===== config.mk =====
export PLATFORM = sky130hd
export DESIGN_NAME = circle_rasterizer_octant_top
export DESIGN_NICKNAME = d
export VERILOG_FILES = /design/src/hw/rtl/cro_pkg.sv /design/src/hw/rtl/circle_rasterizer_octant_top.sv /design/src/hw/rtl/cro_fifo.sv /design/src/hw/rtl/cro_front.sv /design/src/hw/rtl/cro_back.sv
export VERILOG_INCLUDE_DIRS = /design/src /design/src/hw/rtl
export SDC_FILE = /design/constraint.sdc
export NUM_CORES = 1
export LEC_CHECK = 0
export ABC_AREA = 1
export BUFFER_PORTS_ARGS = -buffer_cell sky130_fd_sc_hd__buf_4
export CAP_MARGIN = 20
export CORE_AREA = 5 5 214 216
export CTS_CLUSTER_SIZE = 14
export DETAILED_ROUTE_END_ITERATION = 8
export DIE_AREA = 0 0 219 221
export PLACE_DENSITY_LB_ADDON = 0.2
export RECOVER_POWER = 25
export SYNTH_ARGS = -nofsm -noshare
export SYNTH_HDL_FRONTEND = slang
export SYNTH_HIERARCHICAL = 1
export SYNTH_SLANG_ARGS = --single-unit

===== constraint.sdc =====
create_clock -name aclk -period 4.32 [get_ports aclk]
set_input_delay 0.432 -clock aclk [delete_from_list [all_inputs] [get_ports aclk]]
set_output_delay 0.432 -clock aclk [all_outputs]
set_load 0.02 [all_outputs]

===== src/hw/rtl/circle_rasterizer_octant_top_assert.svh =====
// Assertion macros shared by the circle rasterizer RTL
`ifndef CIRCLE_RASTERIZER_OCTANT_TOP_ASSERT_SVH
`define CIRCLE_RASTERIZER_OCTANT_TOP_ASSERT_SVH

// Checked on every rising aclk edge outside reset
`define CRO_ASSERT(lbl, prop, msg) \
    lbl: assert property (@(posedge aclk) disable iff (!aresetn) prop) else $error(msg);

// Checked on every rising aclk edge, reset included
`define CRO_ASSERT_ALWAYS(lbl, prop, msg) \
    lbl: assert property (@(posedge aclk) prop) else $error(msg);

`endif


===== src/hw/rtl/cro_pkg.sv =====
// Types and constants shared by the circle rasterizer modules
`timescale 1ns / 1ps

package cro_pkg;

    // Field widths
    localparam int CENTRE_W    = 8;
    localparam int RADIUS_W    = 8;
    localparam int COORD_W     = 9;
    localparam int DEC_W       = 12;
    localparam int POINT_W     = 10;
    localparam int S_TDATA_W   = 24;
    localparam int M_TDATA_W   = 24;

    // Canvas extent used for the on-canvas flag
    localparam int CANVAS_SIZE = 256;

    // Eight mirrored points per step
    localparam int POINTS_PER_GROUP = 8;
    localparam int POINT_IDX_W      = $clog2(POINTS_PER_GROUP);

    // Group queue between front and back
    localparam int QUEUE_DEPTH = 2;
    localparam int QUEUE_PTR_W = (QUEUE_DEPTH > 1) ? $clog2(QUEUE_DEPTH) : 1;
    localparam int QUEUE_CNT_W = $clog2(QUEUE_DEPTH + 1);

    // Command codes carried on s_tuser
    typedef enum logic {
        CMD_START   = 1'b0,
        CMD_ADVANCE = 1'b1
    } cmd_t;

    // One step's worth of work: centre, octant point and end-of-circle mark
    typedef struct packed {
        logic [CENTRE_W-1:0]       centre_row;
        logic [CENTRE_W-1:0]       centre_col;
        logic [COORD_W-1:0]        x;
        logic signed [COORD_W-1:0] y;
        logic                      is_final;
    } group_t;

    // Queue status seen by front and back
    typedef struct packed {
        logic full;
        logic empty;
    } q_status_t;

endpackage


===== src/hw/rtl/circle_rasterizer_octant_top.sv =====
// The first point of a group reaches m_tdata through the group queue, the emitter's
// group register and the output register. Commands are paced by the point emitter,
// one mirrored point per cycle unless m_tready stalls it; a 2-deep group queue lets
// commands run ahead. An advance with no circle active is taken and yields no points.
// Reset (aresetn low, synchronous): no circle active, queue empty, m_tvalid low.
`timescale 1ns / 1ps

module circle_rasterizer_octant_top import cro_pkg::*; (
    input  logic                 aclk,
    input  logic                 aresetn,
    input  logic                 s_tvalid,
    output logic                 s_tready,
    input  logic [S_TDATA_W-1:0] s_tdata,   // [7:0] centre_row, [15:8] centre_col, [23:16] radius
    input  logic [0:0]           s_tuser,   // [0] cmd
    output logic                 m_tvalid,
    input  logic                 m_tready,
    output logic [M_TDATA_W-1:0] m_tdata,   // [9:0] point_row, [19:10] point_col, rest zero
    output logic [0:0]           m_tuser,   // [0] on_canvas
    output logic                 m_tlast
);

    q_status_t q_status;
    logic      q_push, q_pop;
    group_t    q_wdata, q_rdata;

    // Command front end with step state
    cro_front u_front (
        .aclk     (aclk),
        .aresetn  (aresetn),
        .s_tvalid (s_tvalid),
        .s_tready (s_tready),
        .s_tdata  (s_tdata),
        .s_tuser  (s_tuser),
        .q_status (q_status),
        .q_push   (q_push),
        .q_wdata  (q_wdata)
    );

    // Group queue
    cro_fifo u_fifo (
        .aclk    (aclk),
        .aresetn (aresetn),
        .push    (q_push),
        .wdata   (q_wdata),
        .pop     (q_pop),
        .rdata   (q_rdata),
        .status  (q_status)
    );

    // Point emitter with output register
    cro_back u_back (
        .aclk     (aclk),
        .aresetn  (aresetn),
        .q_status (q_status),
        .q_rdata  (q_rdata),
        .q_pop    (q_pop),
        .m_tvalid (m_tvalid),
        .m_tready (m_tready),
        .m_tdata  (m_tdata),
        .m_tuser  (m_tuser),
        .m_tlast  (m_tlast)
    );

endmodule


===== src/hw/rtl/cro_fifo.sv =====
// Short group queue that decouples the step engine from the point emitter
`timescale 1ns / 1ps
`include "circle_rasterizer_octant_top_assert.svh"

module cro_fifo import cro_pkg::*; (
    input  logic      aclk,
    input  logic      aresetn,
    input  logic      push,
    input  group_t    wdata,
    input  logic      pop,
    output group_t    rdata,
    output q_status_t status
);

    localparam logic [QUEUE_PTR_W-1:0] LAST_PTR = QUEUE_PTR_W'(QUEUE_DEPTH - 1);
    localparam logic [QUEUE_CNT_W-1:0] FULL_CNT = QUEUE_CNT_W'(QUEUE_DEPTH);

    group_t                 mem_reg [QUEUE_DEPTH];
    logic [QUEUE_PTR_W-1:0] wr_ptr_reg, wr_ptr_next;
    logic [QUEUE_PTR_W-1:0] rd_ptr_reg, rd_ptr_next;
    logic [QUEUE_CNT_W-1:0] count_reg, count_next;

    // Status and read port
    always_comb begin
        status.full  = (count_reg == FULL_CNT);
        status.empty = (count_reg == '0);
        rdata        = mem_reg[rd_ptr_reg];
    end

    // Pointer and count update
    always_comb begin
        wr_ptr_next = wr_ptr_reg;
        rd_ptr_next = rd_ptr_reg;
        count_next  = count_reg;
        if (push) begin
            wr_ptr_next = (wr_ptr_reg == LAST_PTR) ? '0 : wr_ptr_reg + 1'b1;
        end
        if (pop) begin
            rd_ptr_next = (rd_ptr_reg == LAST_PTR) ? '0 : rd_ptr_reg + 1'b1;
        end
        if (push && !pop) begin
            count_next = count_reg + 1'b1;
        end else if (pop && !push) begin
            count_next = count_reg - 1'b1;
        end
    end

    always_ff @(posedge aclk) begin
        if (!aresetn) begin
            wr_ptr_reg <= '0;
            rd_ptr_reg <= '0;
            count_reg  <= '0;
        end else begin
            wr_ptr_reg <= wr_ptr_next;
            rd_ptr_reg <= rd_ptr_next;
            count_reg  <= count_next;
        end
    end

    // Storage, no reset needed
    always_ff @(posedge aclk) begin
        if (push) begin
            mem_reg[wr_ptr_reg] <= wdata;
        end
    end

    `CRO_ASSERT(a_no_overflow, !(push && status.full), "push into full group queue")
    `CRO_ASSERT(a_no_underflow, !(pop && status.empty), "pop from empty group queue")
    `CRO_ASSERT(a_count_up, (push && !pop) |=> (count_reg == $past(count_reg) + 1'b1), "queue count did not grow on push")

endmodule


===== src/hw/rtl/cro_front.sv =====
// Command front end: accepts transactions and runs the Bresenham circle decision step
`timescale 1ns / 1ps

module cro_front import cro_pkg::*; (
    input  logic                 aclk,
    input  logic                 aresetn,
    input  logic                 s_tvalid,
    output logic                 s_tready,
    input  logic [S_TDATA_W-1:0] s_tdata,   // [7:0] centre_row, [15:8] centre_col, [23:16] radius
    input  logic [0:0]           s_tuser,   // [0] cmd
    input  q_status_t            q_status,
    output logic                 q_push,
    output group_t               q_wdata
);

    logic [COORD_W-1:0]        x_reg, x_next;
    logic signed [COORD_W-1:0] y_reg, y_next;
    logic signed [DEC_W-1:0]   d_reg, d_next;
    logic [CENTRE_W-1:0]       row_reg, row_next;
    logic [CENTRE_W-1:0]       col_reg, col_next;
    logic                      busy_reg, busy_next;

    cmd_t                      cmd;
    logic                      accept;
    logic [CENTRE_W-1:0]       in_row, in_col;
    logic [RADIUS_W-1:0]       in_radius;
    logic signed [DEC_W-1:0]   d_start;
    logic signed [DEC_W-1:0]   x4, y4, d_step;
    logic                      d_le0;
    logic [COORD_W-1:0]        x_adv;
    logic signed [COORD_W-1:0] y_adv;
    logic                      adv_final;

    // Field unpack and handshake
    always_comb begin
        cmd       = cmd_t'(s_tuser[0]);
        in_row    = s_tdata[CENTRE_W-1:0];
        in_col    = s_tdata[2*CENTRE_W-1:CENTRE_W];
        in_radius = s_tdata[2*CENTRE_W+RADIUS_W-1:2*CENTRE_W];
        s_tready  = !q_status.full;
        accept    = s_tvalid && s_tready;
    end

    // One Bresenham circle decision step
    always_comb begin
        d_start = DEC_W'(3) - DEC_W'({in_radius, 1'b0});
        x4      = DEC_W'({x_reg, 2'b00});
        y4      = {{(DEC_W-COORD_W-2){y_reg[COORD_W-1]}}, y_reg, 2'b00};
        d_le0   = d_reg[DEC_W-1] || (d_reg == '0);
        if (d_le0) begin
            d_step = d_reg + x4 + DEC_W'(6);
            y_adv  = y_reg;
        end else begin
            d_step = d_reg + x4 - y4 + DEC_W'(10);
            y_adv  = y_reg - 1'b1;
        end
        x_adv     = x_reg + 1'b1;
        adv_final = $signed({1'b0, x_adv}) > $signed({y_adv[COORD_W-1], y_adv});
    end

    // State update and queue write
    always_comb begin
        x_next    = x_reg;
        y_next    = y_reg;
        d_next    = d_reg;
        row_next  = row_reg;
        col_next  = col_reg;
        busy_next = busy_reg;
        q_push    = 1'b0;
        q_wdata   = '{centre_row: in_row, centre_col: in_col, x: '0,
                      y: COORD_W'(in_radius), is_final: 1'b0};
        if (accept) begin
            case (cmd)
                CMD_START: begin
                    x_next    = '0;
                    y_next    = COORD_W'(in_radius);
                    d_next    = d_start;
                    row_next  = in_row;
                    col_next  = in_col;
                    busy_next = 1'b1;
                    q_push    = 1'b1;
                end
                CMD_ADVANCE: begin
                    if (busy_reg) begin
                        x_next    = x_adv;
                        y_next    = y_adv;
                        d_next    = d_step;
                        busy_next = !adv_final;
                        q_push    = 1'b1;
                        q_wdata   = '{centre_row: row_reg, centre_col: col_reg, x: x_adv,
                                      y: y_adv, is_final: adv_final};
                    end
                end
                default: begin
                    q_push = 1'b0;
                end
            endcase
        end
    end

    always_ff @(posedge aclk) begin
        if (!aresetn) begin
            x_reg    <= '0;
            y_reg    <= '0;
            d_reg    <= '0;
            row_reg  <= '0;
            col_reg  <= '0;
            busy_reg <= 1'b0;
        end else begin
            x_reg    <= x_next;
            y_reg    <= y_next;
            d_reg    <= d_next;
            row_reg  <= row_next;
            col_reg  <= col_next;
            busy_reg <= busy_next;
        end
    end

endmodule


===== src/hw/rtl/cro_back.sv =====
// Point emitter: expands each queued step into eight mirrored points
`timescale 1ns / 1ps
`include "circle_rasterizer_octant_top_assert.svh"

module cro_back import cro_pkg::*; (
    input  logic                 aclk,
    input  logic                 aresetn,
    input  q_status_t            q_status,
    input  group_t               q_rdata,
    output logic                 q_pop,
    output logic                 m_tvalid,
    input  logic                 m_tready,
    output logic [M_TDATA_W-1:0] m_tdata,   // [9:0] point_row, [19:10] point_col
    output logic [0:0]           m_tuser,   // [0] on_canvas
    output logic                 m_tlast
);

    localparam logic [POINT_IDX_W-1:0] LAST_IDX   = POINT_IDX_W'(POINTS_PER_GROUP - 1);
    localparam logic [POINT_W:0]       CANVAS_LIM = (POINT_W + 1)'(CANVAS_SIZE);

    group_t                 grp_reg, grp_next;
    logic                   active_reg, active_next;
    logic [POINT_IDX_W-1:0] k_reg, k_next;
    logic                   m_tvalid_reg, m_tvalid_next;
    logic [M_TDATA_W-1:0]   m_tdata_reg, m_tdata_next;
    logic                   m_tuser_reg, m_tuser_next;
    logic                   m_tlast_reg, m_tlast_next;

    logic                   load_en;
    logic                   group_done;
    logic signed [POINT_W-1:0] xs, ys, row_mag, col_mag, row_off, col_off;
    logic signed [POINT_W-1:0] pt_row, pt_col;
    logic                   row_in, col_in;

    // Point for the current mirror index
    always_comb begin
        xs      = {1'b0, grp_reg.x};
        ys      = {grp_reg.y[COORD_W-1], grp_reg.y};
        row_mag = k_reg[2] ? ys : xs;
        col_mag = k_reg[2] ? xs : ys;
        row_off = (k_reg[2] ^ k_reg[1]) ? -row_mag : row_mag;
        col_off = (k_reg[2] ^ k_reg[0]) ? -col_mag : col_mag;
        pt_row  = POINT_W'({2'b00, grp_reg.centre_row}) + row_off;
        pt_col  = POINT_W'({2'b00, grp_reg.centre_col}) + col_off;
        row_in  = !pt_row[POINT_W-1] && ({1'b0, pt_row} < CANVAS_LIM);
        col_in  = !pt_col[POINT_W-1] && ({1'b0, pt_col} < CANVAS_LIM);
    end

    // Sequencing over the eight points, next group popped on the last one or when idle
    always_comb begin
        load_en     = !m_tvalid_reg || m_tready;
        group_done  = active_reg && load_en && (k_reg == LAST_IDX);
        q_pop       = !q_status.empty && (!active_reg || group_done);
        grp_next    = q_pop ? q_rdata : grp_reg;
        active_next = active_reg;
        k_next      = k_reg;
        if (q_pop) begin
            active_next = 1'b1;
            k_next      = '0;
        end else begin
            if (group_done) begin
                active_next = 1'b0;
            end
            if (active_reg && load_en) begin
                k_next = k_reg + 1'b1;
            end
        end
    end

    // Output register
    always_comb begin
        m_tvalid_next = m_tvalid_reg;
        m_tdata_next  = m_tdata_reg;
        m_tuser_next  = m_tuser_reg;
        m_tlast_next  = m_tlast_reg;
        if (load_en) begin
            m_tvalid_next = active_reg;
            m_tdata_next  = M_TDATA_W'({pt_col, pt_row});
            m_tuser_next  = row_in && col_in;
            m_tlast_next  = grp_reg.is_final && (k_reg == LAST_IDX);
        end
    end

    always_ff @(posedge aclk) begin
        if (!aresetn) begin
            active_reg   <= 1'b0;
            k_reg        <= '0;
            m_tvalid_reg <= 1'b0;
        end else begin
            active_reg   <= active_next;
            k_reg        <= k_next;
            m_tvalid_reg <= m_tvalid_next;
        end
    end

    // Payload, no reset needed
    always_ff @(posedge aclk) begin
        grp_reg     <= grp_next;
        m_tdata_reg <= m_tdata_next;
        m_tuser_reg <= m_tuser_next;
        m_tlast_reg <= m_tlast_next;
    end

    assign m_tvalid   = m_tvalid_reg;
    assign m_tdata    = m_tdata_reg;
    assign m_tuser[0] = m_tuser_reg;
    assign m_tlast    = m_tlast_reg;

    `CRO_ASSERT(a_pop_between_groups, q_pop |-> (!active_reg || k_reg == LAST_IDX), "group popped mid-group")
    `CRO_ASSERT(a_hold_on_stall, (active_reg && !load_en) |=> $stable(k_reg) && active_reg, "point index moved while stalled")
    `CRO_ASSERT(a_chain_groups, (group_done && !q_status.empty) |=> (active_reg && k_reg == '0), "next group not started back to back")

endmodule

# [Word-level counts from Yosys, hierarchy flattened]
# Memories as Yosys holds them, arrays and structs flattened. A register that Yosys moved wholly into a read port is not among the register bits.
# Index checks and enable logic that the tools add are counted.
[classes] mux=28 n_addsub=16 n_reduce_logical=29 n_bitwise=4 eq_ne=3 magnitude_cmp=3
[ops] cell="2-to-1 mux 35 bit" count=3
[ops] cell="2-to-1 mux 10 bit" count=4
[ops] cell="one-hot mux 9 bit (2 select lines)" count=2
[ops] cell="2-to-1 mux 9 bit" count=3
[ops] cell="2-to-1 mux 12 bit" count=2
[ops] cell="one-hot mux 12 bit (2 select lines)" count=1
[ops] cell="adder 8 x 10 -> 10 bit" count=2
[ops] cell="less-than comparator 10 x 9 -> 1 bit (second input constant)" count=2
[ops] cell="negation 10 bit" count=2
[ops] cell="adder 12 bit" count=1
[ops] cell="adder 12 x 4 -> 12 bit (second input constant)" count=1
[ops] cell="adder 12 x 5 -> 12 bit (second input constant)" count=1
[ops] cell="zero test 12 bit" count=1
[ops] cell="subtractor 12 x 11 -> 12 bit" count=1
[ops] cell="> comparator 10 x 9 -> 1 bit" count=1
[ops] cell="logical AND 1 bit" count=10
[ops] cell="subtractor 2 x 9 -> 10 bit (first input constant)" count=1
[ops] cell="adder 9 x 1 -> 9 bit (second input constant)" count=1
[ops] cell="zero test 1 bit" count=9
[ops] cell="2-to-1 mux 1 bit" count=9
[ops] cell="subtractor 9 x 1 -> 9 bit (second input constant)" count=1
[ops] cell="2-to-1 mux 2 bit" count=2
[ops] cell="one-hot mux 1 bit (2 select lines)" count=2
[ops] cell="AND reduction 2 bit" count=2
[ops] cell="13 further kinds" count=19
[totals] output_inout_bits=28 wordCells=99 ff_bits=78 mem_count=1 ramBits=70
[memory_table] memory="u_fifo.mem_reg" depth=2 width=35 read_ports=1 rd_clocked_by_memory_dff=1 wr=1 line_no="cro_fifo.sv:18" rtl="group_t mem_reg [QUEUE_DEPTH];"

# [Depth between registers and ports, before layout]
# Gate-level depths: netlist (run 1).
[logic_depth] depth_word=9 mapped_depth=23 depth_no_buf=22

# [Modules after synthesis]
# Netlist (run 1), hierarchy kept.
[by_module_without_submodules] module="cro_front" seq_area_each_um2=940.9 cells_per_inst=658 n_inst=1 area_each_um2=4165.2
[by_module_without_submodules] module="cro_back" seq_area_each_um2=1811.7 cells_per_inst=404 n_inst=1 area_each_um2=3741.1
[by_module_without_submodules] module="cro_fifo" seq_area_each_um2=2202.1 cells_per_inst=144 n_inst=1 area_each_um2=2907.8

# [Worst setup path before layout (run 1)]
# No wires, ideal clock.
[synth_path] path_type="input to register" from="input port m_tready" to="register u_fifo.count_reg[1]" n_path_buf=0 stages=11 arrival_time_ns=3.651 slack_ns=0.605 required_time_ns=4.256 cell_sequence="inv_1 -> nand2_1 -> a21oi_1 -> nor2_1 -> inv_1 -> ha_1 -> inv_1 -> nand3_1 -> nand2_1 -> inv_1 -> nor2_1"
[synth_between] elab_chain_len=8 word_cells_on_any_way=10
[synth_rtl] element="from (decl)" line_no="circle_rasterizer_octant_top.sv:16" rtl="input logic m_tready,"
[synth_rtl] element="logical OR 1 bit (*)" line_no="cro_back.sv:51" rtl="load_en = !m_tvalid_reg || m_tready;"
[synth_rtl] element="logical AND 1 bit (*) (2 in a row)" line_no="cro_back.sv:52" rtl="group_done = active_reg && load_en && (k_reg == LAST_IDX);"
[synth_rtl] element="logical OR 1 bit (*)" line_no="cro_back.sv:53" rtl="q_pop = !q_status.empty && (!active_reg || group_done);"
[synth_rtl] element="logical AND 1 bit (*)" line_no="cro_back.sv:53"
[synth_rtl] element="net q_pop" line_no="circle_rasterizer_octant_top.sv:23" rtl="logic q_push, q_pop;"
[synth_rtl] element="zero test 1 bit" line_no="cro_fifo.sv:41" rtl="if (push && !pop) begin"
[synth_rtl] element="logical AND 1 bit" line_no="cro_fifo.sv:41"
[synth_rtl] element="2-to-1 mux 2 bit / nonzero test 2 bit (equally long branches)"
[synth_rtl] element="to (signal assigned)" line_no="cro_fifo.sv:56" rtl="count_reg <= count_next;"
[synth_rtl] element="to (decl)" line_no="cro_fifo.sv:21" rtl="logic [QUEUE_CNT_W-1:0] count_reg, count_next;"
# The timed path passes the listed nets; every way through them passes the cells marked *.
# A chain may end at the register's enable or synchronous reset.

==> reports/metrics.yaml, run 1 <==
floorplan:
  ios: 57
  rows: 77
  design.core.area_sq_um: 43740
  initial_core_util_pct: 24.72
  die_area_sq_um: 48400
  die_height_microns: 221
  die_w_microns: 219
sta:
  hold_violations: 0
  fmax_mhz: 281.5
  setup_tns_ps: 0
  fin_hold_ws_ps: 289.5
  setup_viol: 0
  rsz0062_at_grt: "false"
  slew_violations: 29
  worst_clock_skew_ps: 11.53
  period_needed_ps: 3553
  fin_crit_sh_pct: 82.24
  max_slew_margin_pct: -2.161
  tightestPinTransition_ps: 1532
drt:
  drt_iter0_markers: 453
  drc: 0
  dr.pass1.iters: 5
  wl_per_cell_microns: 14.33
  dr_total_vias: 7799
  antenna_left: 0
  wl_mm: 26.66
  vias_per_cell: 4.193
placed_design:
  gp_congestion: 0.8263
  dp_hpwl_mm: 20.13
  portBuffers: 52
layout:
  largest_register_ffs: 70
  fill_cells: 4818
  area_growth_pct: 12.24
  diodes: 0
  regArea_sq_um: 4955
  drive_gt1_share_pct: 11.44
  num-nets-final: 1347
  multi_input_area_sq_um: 4836
job:
  maxCapViolCount: 1
power:
  seqPwrFrac_pct: 36.0
  leakagePower_nw: 5.183
  power_frac_comb_pct: 44.0
  power.density_nw_per_um2: 621.4
  power.internal_mw: 4.418
  p_clk_share_pct: 20.0
  ir_drop_v: 0.0002499
  switching_share_pct: 41.43
  net-switching-power_mw: 3.124
worst_hold_path:
  hp-class: "in2reg"
run_status:
  status: "finished, violations left"
  violations: "capacitance limit, slew limit"
synthesis:
  netlist_area_sq_um: 10810
  synth_cells: 1206
  seq_area_frac_synth_pct: 45.82
  avgSynthCellArea_sq_um: 8.967
  synth_cell_types: 52
  ys_seq_elements: 184
  yosysWarnings: 6
worst_setup_path:
  arrival_ps: 3740
  path_class: "reg2reg"
  worstSetupEndpointType: "flip-flop"
  cp_top_family: "simple AND/OR/NAND/NOR gates"
  critPathMostFrequentCell: "o21ai_0"
  crit_required_ps: 4500
  crit_slowest_cell: "o21ai_0"
  crit_fanout: 14
  path_buf_inv: 3
  start_kind: "flip-flop"
  crit_chain: "nor4_1 > nand3_1 > nand2_1 > inv_2 > o21ai_0 > ha_1 > inv_1 > nor2_1 > o21ai_0 > a31oi_1 > o21ai_0 > nand3_1 > nand2_1 > inv_1"
  crit_path_max_incr_delay_ps: 540
global_route:
  gr-total-overflow: 0
  antenna_found_initial: 0
  grt_pass1_vias: 7615
  grt_max_degree: 46
  grt_usage_pct: 11.02
  grt_pass1_wl_mm: 42.46
clock_network:
  cts.sinks: 184
  cts-root-buf: "clkbuf_16"
  cts_setup_buffers: 0
  numCtsBuffers: 17
  holdBufCountCts: 0
  clk_pin_slew_worst_paths_ps: 80
  cts_resized: 0
  insertion_delay_ps: 430
  cts_tree: "yes"
  clockBufferDepth: 2
  htree_levels: 4
layout by cell type, fill, tap and decap left out, types with 9 or more instances in the layout:
cell       instances
edfxtp_1         127
nor3_1             9
mux2_1            27
nor2_2             9
clkbuf_16         17
ha_1              60
nand2_1          259
clkbuf_1          27
dfxtp_1           57
nand3_2           11
a21oi_1           77
nor2_1            70
nand3_1           54
nand2_2           21
xor2_1            35
o21ai_0           90
inv_1            166
a31oi_1           11
buf_4             37
kinds of logic after synthesis:
group | after synthesis | share of synthesized area, %
fa+ha+maj | 63 | 7.497
buf+inv | 212 | 8.735
xor+xnor | 43 | 3.726
other cells | 1 | 0.03468
simple gates | 462 | 19.18
mux | 35 | 4.686
flops | 184 | 45.82
compound gates | 206 | 10.32
power groups by stage:
| stage | Clock, mW | Combinational (mW) | Sequential (mW) |
|---|---|---|---|
| finish | 1.51 | 3.32 | 2.72 |
| global route | 1.63 | 3.78 | 2.77 |
| CTS | 1.56 | 3.54 | 2.74 |
| detailed placement | 0 | 3.53 | 2.78 |
| global placement | 0 | 3.51 | 2.78 |
| floorplan | 0 | 2.55 | 2.81 |
cells in the mapped netlist, drive strengths merged:
master,number,share of area (%)
nand2,283,11
inv,173,6.1
edfxtp,127,35
o21ai,99,4.8
nor2,86,3.5
a21oi,79,3.7
nand3,65,3.5
ha,60,6.9
dfxtp,57,11
xor2,36,3.1
mux2,35,4.7
buf,20,2.0
clkbuf,17,0.59
a31oi,11,0.64
nor3,9,0.42
xnor2,7,0.64
nand4,6,0.35
or2,6,0.37
o21a,5,0.35
nand3b,4,0.28
o21bai,4,0.28
fa,3,0.56
o31ai,3,0.21
a21o,2,0.14
clkinv,2,0.069
nor4,2,0.12
a211oi,1,0.069
and2,1,0.081
conb,1,0.035
o211ai,1,0.069
o22ai,1,0.058
layer usage:
layer  global-route usage (%)  wire (microns)  vias to the layer above
li1                         -               -                     4076
met1                    15.55           13510                     3616
met2                    17.61           12140                       93
met3                    1.886             674                       14
met4                    2.694             325                        0
met5                        0               0                        -
through the flow:
stage	instance area, sq um	util [%]	total power [mW]	cells	worst slack, ps
4_1_cts	12350	28.23	7.839	1860	769.1
2_1_floorplan	10830	-	5.356	1209	605.1
5_1_grt	12140	27.75	8.189	1860	487.8
3_3_place_gp	11780	26.94	6.285	1828	705.2
6_report	12140	27.75	7.542	1860	767.1
3_5_place_dp	11780	26.94	6.309	1828	788.0
worst paths after layout:
check | from | to | slack [ps] | cells after the start
setup / recovery | u_front/d_reg[6] | u_fifo/mem_reg[1][0] | 770 | 14
hold / removal | s_tdata[8] | u_front/col_reg[0] | 290 | 3
setup reg to reg | u_front/d_reg[6] | u_fifo/mem_reg[1][0] | 770 | 14
hold reg to reg | u_front/row_reg[4] | u_front/row_reg[4] | 450 | 2
cell type report:
| cell class | instances | share of cell area, % |
|---|---|---|
| clock buffers | 17 | 3.505 |
| clock inverters | 15 | 1.134 |
| inverters | 175 | 5.474 |
| multi-input cells | 813 | 39.84 |
| flip-flops and latches | 184 | 40.82 |
| well taps | 592 | 6.102 |
| repair buffers | 64 | 3.123 |
worst register-to-register path, stage by stage (launching register included):
cell     delay, ps
dfxtp_1        340
nor4_1         480
nand3_1        130
nand2_1        360
inv_2          230
o21ai_0        540
ha_1           340
inv_1           70
nor2_1          40
o21ai_0        150
a31oi_1         90
o21ai_0        240
nand3_1        130
nand2_1        110
inv_1           60
No activity file was read; power rests on OpenSTA's default activity.
==> inputs of run 2 (changes only) <==
==> constraint.sdc (replaced) <==
create_clock -name aclk -period 3.7 [get_ports aclk]
set_input_delay 0.37 -clock aclk [delete_from_list [all_inputs] [get_ports aclk]]
set_output_delay 0.37 -clock aclk [all_outputs]
set_load 0.02 [all_outputs]
==> run 2 against run 1 <==
The run still ends with capacitance limit, slew limit left; sequential share of layout area decreased by 0.54 points; sequential power up 18%; global-route usage decreased by 0.13 points; hold slack got worse by 72 ps; setup slack worse by 420 ps; routed wire length fell by 1.4%; fmax grew 6.1%; non-clock buffer count up 9; count of clock-buffer cells in the layout unchanged; first-iteration DRC count decreased by 12%; via count decreased by 0.14%; core utilization up 0.37 points.
==> reports/metrics.yaml, run 2 (synthesized netlist as in run 1, its figures left out) <==
run_status:
  status: "finished, violations left"
  violations: "capacitance limit, slew limit"
sta:
  rsz0062_at_grt: "false"
  fin_crit_sh_pct: 90.50
  worst_clock_skew_ps: 25.20
  hold_violations: 0
  fmax_mhz: 298.6
  setup_viol: 0
  setup_tns_ps: 0
  tightestPinTransition_ps: 1503
  max_slew_margin_pct: -0.1734
  period_needed_ps: 3348
  slew_violations: 28
  fin_ws_ps: 351.5
global_route:
  grt_usage_pct: 10.89
  antenna_found_initial: 0
  gr-total-overflow: 0
  grt_max_degree: 39
  grt_pass1_wl_mm: 41.79
  grt_pass1_vias: 7547
floorplan:
  die_area_sq_um: 48400
  design.core.area_sq_um: 43740
  rows: 77
  ios: 57
  die_w_microns: 219
  die_height_microns: 221
  initial_core_util_pct: 24.72
clock_network:
  clockBufferDepth: 2
  clk_pin_slew_worst_paths_ps: 90
  insertion_delay_ps: 440
  cts_setup_buffers: 0
  cts.sinks: 184
  cts-root-buf: "clkbuf_16"
  cts_resized: 0
  numCtsBuffers: 17
  htree_levels: 4
  cts_tree: "yes"
  holdBufCountCts: 0
worst_setup_path:
  start_kind: "flip-flop"
  arrival_ps: 3680
  crit_required_ps: 4030
  crit_slowest_cell: "fa_1"
  r2r_slack_ps: 350
  path_class: "reg2reg"
  crit_chain: "ha_1 > fa_1 > nand3_1 > nand3b_1 > nand2_2 > inv_1 > ha_1 > ha_1 > nand2_1 > nor3_2 > a21oi_1 > o21bai_1 > a21oi_1 > o21ai_0 > o21ai_0 > nand2_1 > a21oi_1"
  crit_fanout: 7
  worstSetupEndpointType: "flip-flop"
  crit_path_max_incr_delay_ps: 450
drt:
  vias_per_cell: 4.167
  wl_mm: 26.29
  dr.pass1.iters: 8
  drc: 0
  antenna_left: 0
  drt_iter0_markers: 399
  dr_total_vias: 7788
  wl_per_cell_microns: 14.06
layout:
  drive_gt1_share_pct: 13.23
  layout_commonest_cell: "nand2_1"
  final_cell_mix: "nand2_1, inv_1, edfxtp_1, o21ai_0, a21oi_1"
  largest_register_ffs: 70
  num-nets-final: 1356
  diodes: 0
  fill_cells: 4756
  area_growth_pct: 13.76
placed_design:
  portBuffers: 52
  pre_cts_slack_ps: 286.6
  gp_congestion: 0.8405
  dp_hpwl_mm: 20.01
worst_hold_path:
  hp-class: "in2reg"
power:
  power.density_nw_per_um2: 729.8
  ir_drop_v: 0.0003199
  leakagePower_nw: 5.276
job:
  maxCapViolCount: 1
==> run 2: metrics by stage <==
stage	std cells	hold WS, ps	instance area (sq um)	power [mW]	utilization, %
after floorplan	1209	424.5	10830	6.253	-
after global placement	1837	434.2	11850	7.377	27.09
after detailed placement	1837	439.5	11850	7.391	27.09
after CTS	1869	200.8	12460	9.303	28.48
after global routing	1869	214.5	12300	9.795	28.13
final	1869	217.2	12300	8.978	28.13
==> run 2: worst paths after layout <==
path | start | endpoint | depth (start not counted)
max | u_front/x_reg[0] | u_front/d_reg[9] | 17
min | s_tdata[12] | u_front/col_reg[4] | 3
max reg2reg | u_front/x_reg[0] | u_front/d_reg[9] | 17
min reg2reg | u_front/col_reg[3] | u_front/col_reg[3] | 2
==> run 2: layer usage <==
layer | wire [microns] | global-route usage, %
met5 | 0 | 0
met2 | 12450 | 18.27
met1 | 12910 | 14.86
met3 | 711 | 1.832
met4 | 212 | 2.127
==> run 2: cell type report <==
class,count,area (sq um),area share (%)
sequential,184,4955,40.28
timing repair buffer,73,450.4,3.662
clock buffer,17,425.4,3.458
clock inverter,15,182.7,1.485
inverter,175,664.4,5.401
tap,592,740.7,6.021
multi-input combinational,813,4883,39.70
==> run 2: worst max-delay path: cells and delay by family, from the launching register on <==
kind                       cells  cell delay [ps]
adders and majority gates      4             1370
and+or+nand+nor                6              720
AOI/OAI and AO/OA              6              670
DFF                            1              410
buffers and inverters          1               60
==> run 2: power breakdown <==
| part | switching (mW) | internal, mW | leakage (nW) | total, mW |
|---|---|---|---|---|
| combinational | 2.48 | 1.42 | 3.30 | 3.90 |
| sequential | 0.291 | 2.91 | 1.68 | 3.20 |
| clock | 0.944 | 0.929 | 0.293 | 1.87 |
| total | 3.71 | 5.26 | 5.28 | 8.98 |
==> inputs of run 3 (changes only) <==
--- a/config.mk
+++ b/config.mk
@@ -6,13 +6,13 @@
 export SDC_FILE = /design/constraint.sdc
 export NUM_CORES = 1
 export LEC_CHECK = 0
-export ABC_AREA = 1
+export ABC_AREA = 0
 export BUFFER_PORTS_ARGS = -buffer_cell sky130_fd_sc_hd__buf_4
 export CAP_MARGIN = 20
-export CORE_AREA = 5 5 214 216
+export CORE_AREA = 5 5 211 213
 export CTS_CLUSTER_SIZE = 14
 export DETAILED_ROUTE_END_ITERATION = 8
-export DIE_AREA = 0 0 219 221
+export DIE_AREA = 0 0 216 218
 export PLACE_DENSITY_LB_ADDON = 0.2
 export RECOVER_POWER = 25
 export SYNTH_ARGS = -nofsm -noshare
==> constraint.sdc (replaced) <==
create_clock -name aclk -period 3.7 [get_ports aclk]
set_input_delay 0.185 -clock aclk [delete_from_list [all_inputs] [get_ports aclk]]
set_output_delay 0.185 -clock aclk [all_outputs]
set_load 0.02 [all_outputs]
==> run 3 against run 2 <==
Die area shrank 2.7%; highest routed layer unchanged; the run still ends with capacitance limit, slew limit left; count of clock-buffer cells in the layout grew 1; clock power shrank 4%.
==> reports/metrics.yaml, run 3 <==
sta:
  slew_violations: 36
  fin_crit_sh_pct: 94.69
  fmax_mhz: 285.4
  tightestPinTransition_ps: 2109
  fin_ws_ps: 196.5
  hold_violations: 0
  worst_clock_skew_ps: 13.81
  period_needed_ps: 3504
  fin_hold_ws_ps: 18.96
  max_slew_margin_pct: -40.57
  setup_viol: 0
placed_design:
  dp.cells: 1614
  portBuffers: 52
  place_area_sq_um: 11580
  pre_cts_slack_ps: 110.0
  dp_hpwl_mm: 20.21
  gp_congestion: 0.8154
clock_network:
  cts-root-buf: "clkbuf_16"
  cts.sinks: 184
  htree_levels: 4
  clk_pin_slew_worst_paths_ps: 70
  insertion_delay_ps: 440
  numCtsBuffers: 17
  cts_tree: "yes"
  clockBufferDepth: 2
synthesis:
  synthArstFlopShare_pct: 0
  yosysWarnings: 6
  synth.area.top_cells: "edfxtp_1, dfxtp_1, ha_1"
  ys.flop_type: "edfxtp_1"
  yosys-top-cells-count: "nand2_1, edfxtp_1, ha_1, nor2_1, dfxtp_1"
  ys_seq_elements: 184
  synth-edff-count: 127
  avgSynthCellArea_sq_um: 10.15
  yosysTopAreaCell: "edfxtp_1"
  synth_top_area_share_pct: 36.62
  seq_area_frac_synth_pct: 47.57
  synth_cells: 1026
  yosysMostFrequentCell: "nand2_1"
  synth_cell_types: 75
  netlist_area_sq_um: 10410
layout:
  final_cell_mix: "nand2_1, edfxtp_1, buf_4, ha_1, nor2_1"
  post_layout_nonfiller_instances: 1652
  fill_cells: 4410
  layout_commonest_cell: "nand2_1"
  diodes: 0
  largest_register_ffs: 70
  drive_gt1_share_pct: 14.29
  area_growth_pct: 16.88
  num-nets-final: 1185
  final_area_sq_um: 12170
worst_setup_path:
  crit_fanout: 7
  crit_required_ps: 3870
  crit_path_start: "u_front/d_reg[3]"
  arrival_ps: 3680
  start_kind: "flip-flop"
  worstSetupEndpointType: "flip-flop"
  path_class: "reg2reg"
  r2r_start: "u_front/d_reg[3]"
drt:
  vias_per_cell: 4.610
  wl_mm: 27.63
  dr.pass1.iters: 5
  antenna_left: 0
  wl_per_cell_microns: 16.73
  drt_iter0_markers: 492
  dr_total_vias: 7616
  drc: 0
floorplan:
  die_height_microns: 218
  die_w_microns: 216
  initial_core_util_pct: 24.50
  die_area_sq_um: 47090
  design.core.area_sq_um: 42510
  ios: 57
  rows: 76
job:
  maxCapViolCount: 1
global_route:
  antenna_found_initial: 0
  grt_pass1_wl_mm: 43.70
  grt_max_degree: 57
  gr-total-overflow: 0
  grt_usage_pct: 11.85
  grt_pass1_vias: 7328
run_status:
  violations: "capacitance limit, slew limit"
  status: "finished, violations left"
power:
  power.density_nw_per_um2: 739.7
  ir_drop_v: 0.0002987
  leakagePower_nw: 4.495
worst_hold_path:
  hp-start: "s_tdata[6]"
  hp-class: "in2reg"
[run 3: timing repair]
item / CTS / global route
hold endpoints to repair: 4 / 0
setup buffers: 0 / 2
resized for setup: 0 / 17
endpoints found under the setup margin: 0 / 4
hold buffers: 4 / 0
[run 3: critical path: stages (launching register included)]
cell and delay, ps:
dfxtp_1 410, nor3_1 110, a31oi_2 440, nand4_1 250, nor4_1 330, xnor2_1 230, ha_1 370, nand4_1 80
or3_1 410, o21ai_0 100, o2111ai_1 230, and2_1 280
[run 3: final timing paths]
check,slack (ps),to,cells past startpoint
setup / recovery,200,u_fifo/mem_reg[1][0],11
hold / removal,20,u_front/row_reg[6],3
setup reg to reg,200,u_fifo/mem_reg[1][0],11
hold reg to reg,460,u_front/row_reg[2],2
[run 3: cell type report]
cell class              count  area, sq um  share of cell area (%)
clock buffers              18        439.2                   3.608
multi-input cells         759         5192                   42.66
flip-flops and latches    184         4957                   40.72
clock inverters            14        132.6                   1.090
repair buffers             93        625.6                   5.139
inverters                  38        142.6                   1.172
well taps                 546        683.2                   5.612
[run 3: logic make-up (layout without fill, tap and decap cells)]
kind of cell | count (synthesis) | in the layout | share of synthesized area, %
adder cells (fa/ha/maj) | 63 | 63 | 7.785
multiplexers | 46 | 46 | 4.986
other | 1 | 4 | 0.03601
XOR/XNOR | 73 | 73 | 6.211
flip-flops | 184 | 184 | 47.57
AO/OA/AOI/OAI | 217 | 217 | 13.46
AND/OR/NAND/NOR | 356 | 356 | 16.55
buffers and inverters | 86 | 163 | 3.400
[run 3: metrics by stage]
stage	TNS (ps)	power [mW]	utilization (%)
after CTS	0	9.155	28.67
after floorplan	-139.3	5.993	-
after detailed placement	0	7.311	27.23
after global placement	0	7.322	27.23
final	0	9.005	28.64
after global routing	-10.69	9.687	28.64
[run 3: power by group]
part           switching [mW]  internal [mW]
sequential              0.323           2.87
clock                   0.889          0.913
combinational            2.37           1.64
total                    3.58           5.42
[run 3: routing by layer]
layer / routed length [microns] / GRT usage (%) / part of all wire [%]
met3: 896 / 2.554 / 3.2
met4: 292 / 2.374 / 1.1
met1: 13700 / 16.94 / 50
met5: 0 / 0 / 0
met2: 12740 / 18.63 / 46
